**config.mk**
```make
export PLATFORM = sky130hd
export DESIGN_NAME = sorted_sparse_term_accumulator
export DESIGN_NICKNAME = d
export VERILOG_FILES = /design/src/sv/ssta_pkg.sv /design/src/sv/ssta_ram.sv /design/src/sv/sorted_sparse_term_accumulator.sv
export SDC_FILE = /design/constraint.sdc
export NUM_CORES = 1
export LEC_CHECK = 0
export BUFFER_PORTS_ARGS = -buffer_cell sky130_fd_sc_hd__buf_2
export CAP_MARGIN = 20
export CORE_MARGIN = 1
export CORE_UTILIZATION = 60
export DETAILED_ROUTE_END_ITERATION = 12
export HOLD_SLACK_MARGIN = 0.15
export PLACE_DENSITY_LB_ADDON = 0.08
export SYNTH_ARGS = -nofsm -noshare
export SYNTH_HDL_FRONTEND = slang
export SYNTH_SLANG_ARGS = --single-unit
export TNS_END_PERCENT = 100
```
**constraint.sdc**
```tcl
create_clock -name clock -period 11.8 [get_ports clock]
set_clock_uncertainty 0.05 [all_clocks]
set_input_delay 0.59 -clock clock [delete_from_list [all_inputs] [get_ports clock]]
set_output_delay 0.59 -clock clock [all_outputs]
set_load 0.005 [all_outputs]
```
**src/sv/ssta_pkg.sv**
```systemverilog
// Package for the sorted sparse term accumulator.
// Holds port widths, parameter defaults and the mode, status, state and phase codes.
// Depends on nothing.
package ssta_pkg;

   localparam int MAX_TERMS_DEF   = 16;
   localparam int DEGREE_BITS_DEF = 10;
   localparam int COEFF_BITS_DEF  = 32;

   localparam int MODE_W       = 2;
   localparam int STATUS_W     = 3;
   localparam int DEG_PORT_W   = 10;
   localparam int COEFF_PORT_W = 32;
   localparam int COUNT_PORT_W = 5;

   typedef enum logic [MODE_W-1:0] {
      MODE_INSERT = 2'd0,
      MODE_DUMP   = 2'd1,
      MODE_CLEAR  = 2'd2
   } mode_type;

   typedef enum logic [STATUS_W-1:0] {
      ST_INSERTED = 3'd0,
      ST_MERGED   = 3'd1,
      ST_REMOVED  = 3'd2,
      ST_NONE     = 3'd3,
      ST_DROPPED  = 3'd4
   } status_type;

   typedef enum logic [4:0] {
      S_IDLE    = 5'b00001,
      S_SCAN    = 5'b00010,
      S_DUMP_RD = 5'b00100,
      S_DUMP_LD = 5'b01000,
      S_RESP    = 5'b10000
   } state_type;

   typedef enum logic [2:0] {
      PH_FIND = 3'b001,
      PH_UP   = 3'b010,
      PH_DOWN = 3'b100
   } phase_type;

endpackage

```
**src/sv/ssta_ram.sv**
```systemverilog
// Generic simple dual-port RAM: one write port, one read port, registered read.
// Used for the term table of the accumulator. No dependencies.
module ssta_ram #(
   parameter int WIDTH = 42,
   parameter int DEPTH = 16
) (
   input  logic                                   clock,
   input  logic                                   wr_en,
   input  logic [(DEPTH > 1 ? $clog2(DEPTH) : 1)-1:0] wr_addr,
   input  logic [WIDTH-1:0]                       wr_data,
   input  logic                                   rd_en,
   input  logic [(DEPTH > 1 ? $clog2(DEPTH) : 1)-1:0] rd_addr,
   output logic [WIDTH-1:0]                       rd_data
);

   logic [WIDTH-1:0] mem_ff [DEPTH];
   logic [WIDTH-1:0] rd_data_ff;

   always_ff @(posedge clock) begin
      if (wr_en) begin
         mem_ff[wr_addr] <= wr_data;
      end
      if (rd_en) begin
         rd_data_ff <= mem_ff[rd_addr];
      end
   end

   assign rd_data = rd_data_ff;

endmodule

```
**src/sv/sorted_sparse_term_accumulator.sv**
```systemverilog
// Sorted sparse term accumulator: a polynomial table kept in ascending degree order.
// Insert: accept, then scan the table (one RAM read a cycle; a merge, or a drop on a full table,
// stops at its entry), then load the result word. Dump: accept, then read and load each term.
// Clear, zero insert, empty dump: accept, then load the result.
// One item at a time; the next item is accepted once the previous one is done.
// Synchronous active-high reset empties the table; table contents stay undefined.
module sorted_sparse_term_accumulator
   import ssta_pkg::*;
#(
   parameter int MAX_TERMS   = MAX_TERMS_DEF,
   parameter int DEGREE_BITS = DEGREE_BITS_DEF,
   parameter int COEFF_BITS  = COEFF_BITS_DEF
) (
   input  logic                           clock,
   input  logic                           reset,
   input  logic                           req_valid,
   output logic                           req_ready,
   input  logic [MODE_W-1:0]              req_mode,
   input  logic [DEG_PORT_W-1:0]          req_in_degree,
   input  logic signed [COEFF_PORT_W-1:0] req_in_coeff,
   output logic                           rsp_valid,
   input  logic                           rsp_ready,
   output logic [STATUS_W-1:0]            rsp_status,
   output logic                           rsp_term_valid,
   output logic [DEG_PORT_W-1:0]          rsp_term_degree,
   output logic signed [COEFF_PORT_W-1:0] rsp_term_coeff,
   output logic [COUNT_PORT_W-1:0]        rsp_term_count,
   output logic                           rsp_last
);

   localparam int CNT_W   = $clog2(MAX_TERMS + 1);
   localparam int IDX_W   = MAX_TERMS > 1 ? $clog2(MAX_TERMS) : 1;
   localparam int ENTRY_W = DEGREE_BITS + COEFF_BITS;
   localparam int DEG_W   = DEGREE_BITS > DEG_PORT_W ? DEGREE_BITS : DEG_PORT_W;
   localparam int C_EXT   = COEFF_BITS > COEFF_PORT_W ? COEFF_BITS : COEFF_PORT_W;
   localparam int CNT_EXT = CNT_W > COUNT_PORT_W ? CNT_W : COUNT_PORT_W;
   localparam logic [CNT_W-1:0] FULL_COUNT = CNT_W'(MAX_TERMS);

   function automatic logic [DEG_PORT_W-1:0] deg_to_port(input logic [DEGREE_BITS-1:0] d);
      logic [DEG_W-1:0] w;
      w = DEG_W'(d);
      return w[DEG_PORT_W-1:0];
   endfunction

   function automatic logic [COEFF_PORT_W-1:0] coeff_to_port(input logic [COEFF_BITS-1:0] c);
      logic [C_EXT-1:0] w;
      w = C_EXT'(c);
      return w[COEFF_PORT_W-1:0];
   endfunction

   function automatic logic [COUNT_PORT_W-1:0] count_to_port(input logic [CNT_W-1:0] n);
      logic [CNT_EXT-1:0] w;
      w = CNT_EXT'(n);
      return w[COUNT_PORT_W-1:0];
   endfunction

   state_type state_ff, state_in;
   phase_type phase_ff, phase_in;
   logic [CNT_W-1:0]       rd_idx_ff, rd_idx_in;
   logic [CNT_W-1:0]       proc_idx_ff, proc_idx_in;
   logic                   pend_ff, pend_in;
   logic [CNT_W-1:0]       count_ff, count_in;
   logic [ENTRY_W-1:0]     carry_ff, carry_in;
   logic [DEGREE_BITS-1:0] deg_ff, deg_in;
   logic [COEFF_BITS-1:0]  coeff_ff, coeff_in;

   logic [STATUS_W-1:0]     res_status_ff, res_status_in;
   logic                    res_valid_ff, res_valid_in;
   logic [DEGREE_BITS-1:0]  res_deg_ff, res_deg_in;
   logic [COEFF_BITS-1:0]   res_coeff_ff, res_coeff_in;
   logic [CNT_W-1:0]        res_count_ff, res_count_in;

   logic                     rsp_valid_ff, rsp_valid_in;
   logic [STATUS_W-1:0]      rsp_status_ff, rsp_status_in;
   logic                     rsp_term_valid_ff, rsp_term_valid_in;
   logic [DEG_PORT_W-1:0]    rsp_term_degree_ff, rsp_term_degree_in;
   logic [COEFF_PORT_W-1:0]  rsp_term_coeff_ff, rsp_term_coeff_in;
   logic [COUNT_PORT_W-1:0]  rsp_term_count_ff, rsp_term_count_in;
   logic                     rsp_last_ff, rsp_last_in;

   logic                   ram_wr_en, ram_rd_en;
   logic [IDX_W-1:0]       ram_wr_addr, ram_rd_addr;
   logic [ENTRY_W-1:0]     ram_wr_data, ram_rd_data;
   logic [DEGREE_BITS-1:0] e_deg;
   logic [COEFF_BITS-1:0]  e_coeff, sum;
   logic [DEG_W-1:0]       req_deg_ext;
   logic signed [C_EXT-1:0] req_coeff_ext;
   logic [DEGREE_BITS-1:0] req_deg;
   logic [COEFF_BITS-1:0]  req_coeff;
   logic                   out_free, full;

   assign req_deg_ext   = DEG_W'(req_in_degree);
   assign req_deg       = req_deg_ext[DEGREE_BITS-1:0];
   assign req_coeff_ext = C_EXT'(req_in_coeff);
   assign req_coeff     = req_coeff_ext[COEFF_BITS-1:0];

   assign e_deg    = ram_rd_data[ENTRY_W-1:COEFF_BITS];
   assign e_coeff  = ram_rd_data[COEFF_BITS-1:0];
   assign sum      = e_coeff + coeff_ff;
   assign out_free = !rsp_valid_ff || rsp_ready;
   assign full     = (count_ff == FULL_COUNT);

   assign req_ready = (state_ff == S_IDLE);

   ssta_ram #(
      .WIDTH (ENTRY_W),
      .DEPTH (MAX_TERMS)
   ) u_table (
      .clock   (clock),
      .wr_en   (ram_wr_en),
      .wr_addr (ram_wr_addr),
      .wr_data (ram_wr_data),
      .rd_en   (ram_rd_en),
      .rd_addr (ram_rd_addr),
      .rd_data (ram_rd_data)
   );

   always_comb begin
      state_in     = state_ff;
      phase_in     = phase_ff;
      rd_idx_in    = rd_idx_ff;
      proc_idx_in  = rd_idx_ff;
      pend_in      = 1'b0;
      count_in     = count_ff;
      carry_in     = carry_ff;
      deg_in       = deg_ff;
      coeff_in     = coeff_ff;
      res_status_in = res_status_ff;
      res_valid_in  = res_valid_ff;
      res_deg_in    = res_deg_ff;
      res_coeff_in  = res_coeff_ff;
      res_count_in  = res_count_ff;
      rsp_valid_in       = rsp_valid_ff && !rsp_ready;
      rsp_status_in      = rsp_status_ff;
      rsp_term_valid_in  = rsp_term_valid_ff;
      rsp_term_degree_in = rsp_term_degree_ff;
      rsp_term_coeff_in  = rsp_term_coeff_ff;
      rsp_term_count_in  = rsp_term_count_ff;
      rsp_last_in        = rsp_last_ff;
      ram_wr_en   = 1'b0;
      ram_wr_addr = '0;
      ram_wr_data = '0;
      ram_rd_en   = 1'b0;
      ram_rd_addr = rd_idx_ff[IDX_W-1:0];

      unique case (state_ff)
         S_IDLE: begin
            if (req_valid) begin
               deg_in        = req_deg;
               coeff_in      = req_coeff;
               rd_idx_in     = '0;
               phase_in      = PH_FIND;
               res_status_in = ST_NONE;
               res_valid_in  = 1'b0;
               res_deg_in    = '0;
               res_coeff_in  = '0;
               res_count_in  = count_ff;
               state_in      = S_RESP;
               unique case (mode_type'(req_mode))
                  MODE_INSERT: begin
                     if (req_coeff != '0) begin
                        state_in = S_SCAN;
                     end
                  end
                  MODE_DUMP: begin
                     if (count_ff != '0) begin
                        state_in = S_DUMP_RD;
                     end
                  end
                  MODE_CLEAR: begin
                     count_in     = '0;
                     res_count_in = '0;
                  end
                  default: ;
               endcase
            end
         end

         S_SCAN: begin
            // read ahead one entry a cycle; every entry is read before it is rewritten
            if (rd_idx_ff < count_ff) begin
               ram_rd_en = 1'b1;
               rd_idx_in = rd_idx_ff + CNT_W'(1);
               pend_in   = 1'b1;
            end
            if (pend_ff) begin
               unique case (phase_ff)
                  PH_FIND: begin
                     if (e_deg == deg_ff) begin
                        if (sum != '0) begin
                           ram_wr_en     = 1'b1;
                           ram_wr_addr   = proc_idx_ff[IDX_W-1:0];
                           ram_wr_data   = {deg_ff, sum};
                           res_status_in = ST_MERGED;
                           res_valid_in  = 1'b1;
                           res_deg_in    = deg_ff;
                           res_coeff_in  = sum;
                           res_count_in  = count_ff;
                           state_in      = S_RESP;
                        end else begin
                           phase_in = PH_DOWN;
                        end
                     end else if (e_deg > deg_ff) begin
                        if (full) begin
                           res_status_in = ST_DROPPED;
                           res_valid_in  = 1'b0;
                           res_deg_in    = deg_ff;
                           res_coeff_in  = coeff_ff;
                           res_count_in  = count_ff;
                           state_in      = S_RESP;
                        end else begin
                           ram_wr_en   = 1'b1;
                           ram_wr_addr = proc_idx_ff[IDX_W-1:0];
                           ram_wr_data = {deg_ff, coeff_ff};
                           carry_in    = ram_rd_data;
                           phase_in    = PH_UP;
                        end
                     end
                  end
                  PH_UP: begin
                     ram_wr_en   = 1'b1;
                     ram_wr_addr = proc_idx_ff[IDX_W-1:0];
                     ram_wr_data = carry_ff;
                     carry_in    = ram_rd_data;
                  end
                  PH_DOWN: begin
                     ram_wr_en   = 1'b1;
                     ram_wr_addr = IDX_W'(proc_idx_ff - CNT_W'(1));
                     ram_wr_data = ram_rd_data;
                  end
                  default: ;
               endcase
            end else if (rd_idx_ff == count_ff) begin
               // all entries seen: append, close the shift, or drop
               state_in     = S_RESP;
               res_deg_in   = deg_ff;
               res_count_in = count_ff;
               unique case (phase_ff)
                  PH_FIND: begin
                     if (full) begin
                        res_status_in = ST_DROPPED;
                        res_valid_in  = 1'b0;
                        res_coeff_in  = coeff_ff;
                     end else begin
                        ram_wr_en     = 1'b1;
                        ram_wr_addr   = count_ff[IDX_W-1:0];
                        ram_wr_data   = {deg_ff, coeff_ff};
                        count_in      = count_ff + CNT_W'(1);
                        res_status_in = ST_INSERTED;
                        res_valid_in  = 1'b1;
                        res_coeff_in  = coeff_ff;
                        res_count_in  = count_ff + CNT_W'(1);
                     end
                  end
                  PH_UP: begin
                     ram_wr_en     = 1'b1;
                     ram_wr_addr   = count_ff[IDX_W-1:0];
                     ram_wr_data   = carry_ff;
                     count_in      = count_ff + CNT_W'(1);
                     res_status_in = ST_INSERTED;
                     res_valid_in  = 1'b1;
                     res_coeff_in  = coeff_ff;
                     res_count_in  = count_ff + CNT_W'(1);
                  end
                  PH_DOWN: begin
                     count_in      = count_ff - CNT_W'(1);
                     res_status_in = ST_REMOVED;
                     res_valid_in  = 1'b0;
                     res_coeff_in  = '0;
                     res_count_in  = count_ff - CNT_W'(1);
                  end
                  default: ;
               endcase
            end
         end

         S_DUMP_RD: begin
            // issue the read only when the output word will be empty next cycle
            if (out_free) begin
               ram_rd_en = 1'b1;
               state_in  = S_DUMP_LD;
            end
         end

         S_DUMP_LD: begin
            rsp_valid_in       = 1'b1;
            rsp_status_in      = ST_NONE;
            rsp_term_valid_in  = 1'b1;
            rsp_term_degree_in = deg_to_port(e_deg);
            rsp_term_coeff_in  = coeff_to_port(e_coeff);
            rsp_term_count_in  = count_to_port(count_ff);
            rsp_last_in        = ((rd_idx_ff + CNT_W'(1)) == count_ff);
            rd_idx_in          = rd_idx_ff + CNT_W'(1);
            state_in           = ((rd_idx_ff + CNT_W'(1)) == count_ff) ? S_IDLE : S_DUMP_RD;
         end

         S_RESP: begin
            if (out_free) begin
               rsp_valid_in       = 1'b1;
               rsp_status_in      = res_status_ff;
               rsp_term_valid_in  = res_valid_ff;
               rsp_term_degree_in = deg_to_port(res_deg_ff);
               rsp_term_coeff_in  = coeff_to_port(res_coeff_ff);
               rsp_term_count_in  = count_to_port(res_count_ff);
               rsp_last_in        = 1'b1;
               state_in           = S_IDLE;
            end
         end

         default: state_in = S_IDLE;
      endcase
   end

   always_ff @(posedge clock) begin
      if (reset) begin
         state_ff     <= S_IDLE;
         phase_ff     <= PH_FIND;
         pend_ff      <= 1'b0;
         count_ff     <= '0;
         rsp_valid_ff <= 1'b0;
      end else begin
         state_ff     <= state_in;
         phase_ff     <= phase_in;
         pend_ff      <= pend_in;
         count_ff     <= count_in;
         rsp_valid_ff <= rsp_valid_in;
      end
   end

   always_ff @(posedge clock) begin
      rd_idx_ff          <= rd_idx_in;
      proc_idx_ff        <= proc_idx_in;
      carry_ff           <= carry_in;
      deg_ff             <= deg_in;
      coeff_ff           <= coeff_in;
      res_status_ff      <= res_status_in;
      res_valid_ff       <= res_valid_in;
      res_deg_ff         <= res_deg_in;
      res_coeff_ff       <= res_coeff_in;
      res_count_ff       <= res_count_in;
      rsp_status_ff      <= rsp_status_in;
      rsp_term_valid_ff  <= rsp_term_valid_in;
      rsp_term_degree_ff <= rsp_term_degree_in;
      rsp_term_coeff_ff  <= rsp_term_coeff_in;
      rsp_term_count_ff  <= rsp_term_count_in;
      rsp_last_ff        <= rsp_last_in;
   end

   assign rsp_valid       = rsp_valid_ff;
   assign rsp_status      = rsp_status_ff;
   assign rsp_term_valid  = rsp_term_valid_ff;
   assign rsp_term_degree = rsp_term_degree_ff;
   assign rsp_term_coeff  = rsp_term_coeff_ff;
   assign rsp_term_count  = rsp_term_count_ff;
   assign rsp_last        = rsp_last_ff;

   a_count_bound: assert property (@(posedge clock) disable iff (reset)
      count_ff <= FULL_COUNT)
      else $error("term count above table depth");

   a_dump_load_empty: assert property (@(posedge clock) disable iff (reset)
      state_ff == S_DUMP_LD |-> !rsp_valid_ff)
      else $error("dump word loaded over a pending word");

   a_rsp_source: assert property (@(posedge clock) disable iff (reset)
      !$past(reset) && $rose(rsp_valid_ff) |->
         ($past(state_ff) == S_RESP || $past(state_ff) == S_DUMP_LD))
      else $error("result word raised outside a load state");

   a_count_change: assert property (@(posedge clock) disable iff (reset)
      !$past(reset) && count_ff != $past(count_ff) |->
         ($past(state_ff) == S_SCAN || $past(state_ff) == S_IDLE))
      else $error("term count changed outside insert or clear");

endmodule
```
==> metrics <==
status complete, no violations; Initial DRC Count 2919; Fin. Hold Viols 0; fmax 0.167 GHz; CTS Root Cell clkbuf_16; synth cell count leaders 906 x edfxtp_1, 210 x mux4_2, 189 x nand2_1, 137 x a21oi_1, 105 x nor2_1; max_cap viols 0; vias per inst 6.72; Worst EP required 12030 ps; gp weighted congestion 0.938; CTS Buf Count 92; RSZ-0062 raised after global routing false; Synth warnings 0; largest buffer count on any clock path 3; Post-Synthesis Mean Instance Area 17.2 sq um; grt met1 use 45.5%; Synth Net Count 2391; Final Cycle Share 50.8%; Setup WS post-layout 5800 ps; post-cts resize count 0; Startpoint Class flip-flop; worst-path cell chain ha_1 > fa_1 > a21o_1 > a221o_1 > nand3_1 > a21boi_1 > o31ai_4 > o22ai_1 > a211oi_1 > or4_1 > o31a_1 > o211ai_1 > nor2b_4 > buf_4; Max FO, Critical Path 30; vias in the first global route 22.5k; crit path DAT 6220 ps; min Tclk post-route 6000 ps; Netlist cell types 85; Crit path max-delay family compound AO/OA/AOI/OAI gates; CTS tree built; # Post-CTS Setup Buffers 0; asr flop ratio synth 0%; count leader, synth edfxtp_1; Pwr Density 199 nW/um^2; cell taking the most area after synthesis edfxtp_1; CP Class reg2reg; core area 64600 sq um; Power, Total 8.89 mW; initial core utilization 60.9%; final instance area 44700 sq um; htree depth 3; Clock Latency Late Sink 660 ps; Post-synth EDFFs 906; Area contributors post-synth edfxtp_1 69%, mux4_2 12%, nand2_1 1.8%; Port Buffers 101; Die Span X 258 um; worst-margin pin slew 1110 ps; Mapped Cells 2291; M2 GR Usage 47.4%; post-DP HPWL 58400 um; top cell type's share of synthesized area 69.2%; I/O Pins 102; clock-pin slew on the worst setup and hold paths 60 ps; Synth Flop Type edfxtp_1; Post-Place Setup Slack 5820 ps; number of nets in the layout 2575; clock sink count 925; GRT busiest layer met2; GRT Util Overall 30.5%; Worst path slowest cell o31a_1; Total Wirelength 100000 um; number of routed nets with antenna violations 0; first-pass GRT wire length 147000 um; number of synthesized register bits 925; Worst slew margin 25.6%; initial antenna violation count 2; Mapped Area 39300 sq um; DRT Pass-1 Iters 6; Setup TNS 0 ps; worst vdd ir 0.172 mV; worst path bufs/invs 1; area grow syn2layout 13.7%; # rows 93; Seq/Total Area, Yosys 70.2%; final count of pins violating max slew 0; # hold bufs at CTS 42; Final setup violation count 0; placed cell area 41100 sq um; met3 GRT Util 4.27%; die footprint 66500 sq um; Hold WC Path Type in2reg; Final Util 69.2%; Crit. End Element flip-flop; layout cells sized above 1 25.3%; pin count of the biggest net entering global routing 98; Via Count 22.9k; CP max stage delay 630 ps; gr ovfl total 0; drc violations 0; LEAKAGE 13.7 nW; r2r setup slk 5800 ps; Die Y 258 um; WL per Instance 29.5 um
cells by family (layout without fill, tap and decap cells):
logic type / Yosys count / in the layout / synth area share [%]
and+or+nand+nor: 435 / 435 / 5.05
adders and majority gates: 52 / 52 / 1.67
other: 0 / 1 / 0
buffers and inverters: 158 / 413 / 1.57
DFF: 925 / 925 / 70.2
AOI/OAI and AO/OA: 420 / 420 / 7.10
xor gates and xnor gates: 37 / 37 / 0.844
muxes: 264 / 264 / 13.6
worst paths after layout:
check / end / depth (start not counted) / start
worst max-delay path: u_table.mem_ff[5][18] / 14 / coeff_ff[0]
worst min-delay path: rsp_valid / 3 / rsp_ready
worst max register to register: u_table.mem_ff[5][18] / 14 / coeff_ff[0]
worst min register to register: rsp_status[1] / 1 / res_status_ff[1]
final cells by class:
class                      count  area [sq um]
antenna                        1          2.50
clock buffer                 101          2340
clock inverter                64           779
fill                        4162         19900
inverter                      34           128
multi-input combinational   1208         11300
sequential                   925         27600
tap                          855          1070
timing repair buffer         214          1490
layout by cell type, fill, tap and decap left out, drive strengths merged, types with 21 or more instances in the layout:
cell,netlist,routed
o21ai,94,94
buf,25,170
nand3,21,21
nand2,190,190
dlygate4sd3,0,42
a21oi,141,141
edfxtp,906,906
a221oi,31,31
clkbuf,99,103
ha,51,51
mux4,210,210
clkinv,1,43
nor2,105,105
mux2,48,48
nor3,26,26
inv,33,36
state kept, by name (all words and copies together), names as in the netlist, 4 cells and up:
signal,flops
u_table.rd_data,42
rsp_term_degree,10
coeff_ff,32
count_ff,5
proc_idx_ff,4
carry_ff,42
res_deg_ff,10
u_table.mem_ff,672
rsp_term_count,5
deg_ff,10
rsp_term_coeff,32
state_ff,5
res_coeff_ff,32
proc_idx_in,5
res_count_ff,5
power breakdown:
group | internal, mW | switching, mW
Clock | 1.76 | 1.24
Sequential | 3.79 | 0.103
Combinational | 0.822 | 1.17
metrics by stage:
| step | cells | hold WS [ps] |
|---|---|---|
| 6_report | 3402 | 228 |
| 5_1_grt | 3401 | 235 |
| 4_1_cts | 3393 | 203 |
| 3_5_place_dp | 3186 | 440 |
| 3_3_place_gp | 3182 | 434 |
| 2_1_floorplan | 2291 | 325 |
worst register-to-register path, stage by stage (launching register included):
cell	delay [ps]
edfxtp_1	440
ha_1	270
fa_1	410
a21o_1	220
a221o_1	380
nand3_1	160
a21boi_1	120
o31ai_4	300
o22ai_1	120
a211oi_1	550
or4_1	290
o31a_1	630
o211ai_1	510
nor2b_4	580
buf_4	590
per-layer routing:
| layer | share of wire (%) | up-vias | wire [um] |
|---|---|---|---|
| li1 | - | 9656 | - |
| met1 | 41 | 11800 | 41300 |
| met2 | 47 | 1187 | 47500 |
| met3 | 8.5 | 201 | 8490 |
| met4 | 3.0 | 0 | 3000 |
| met5 | 0 | - | 0 |
(Power assumes the default switching activity.)
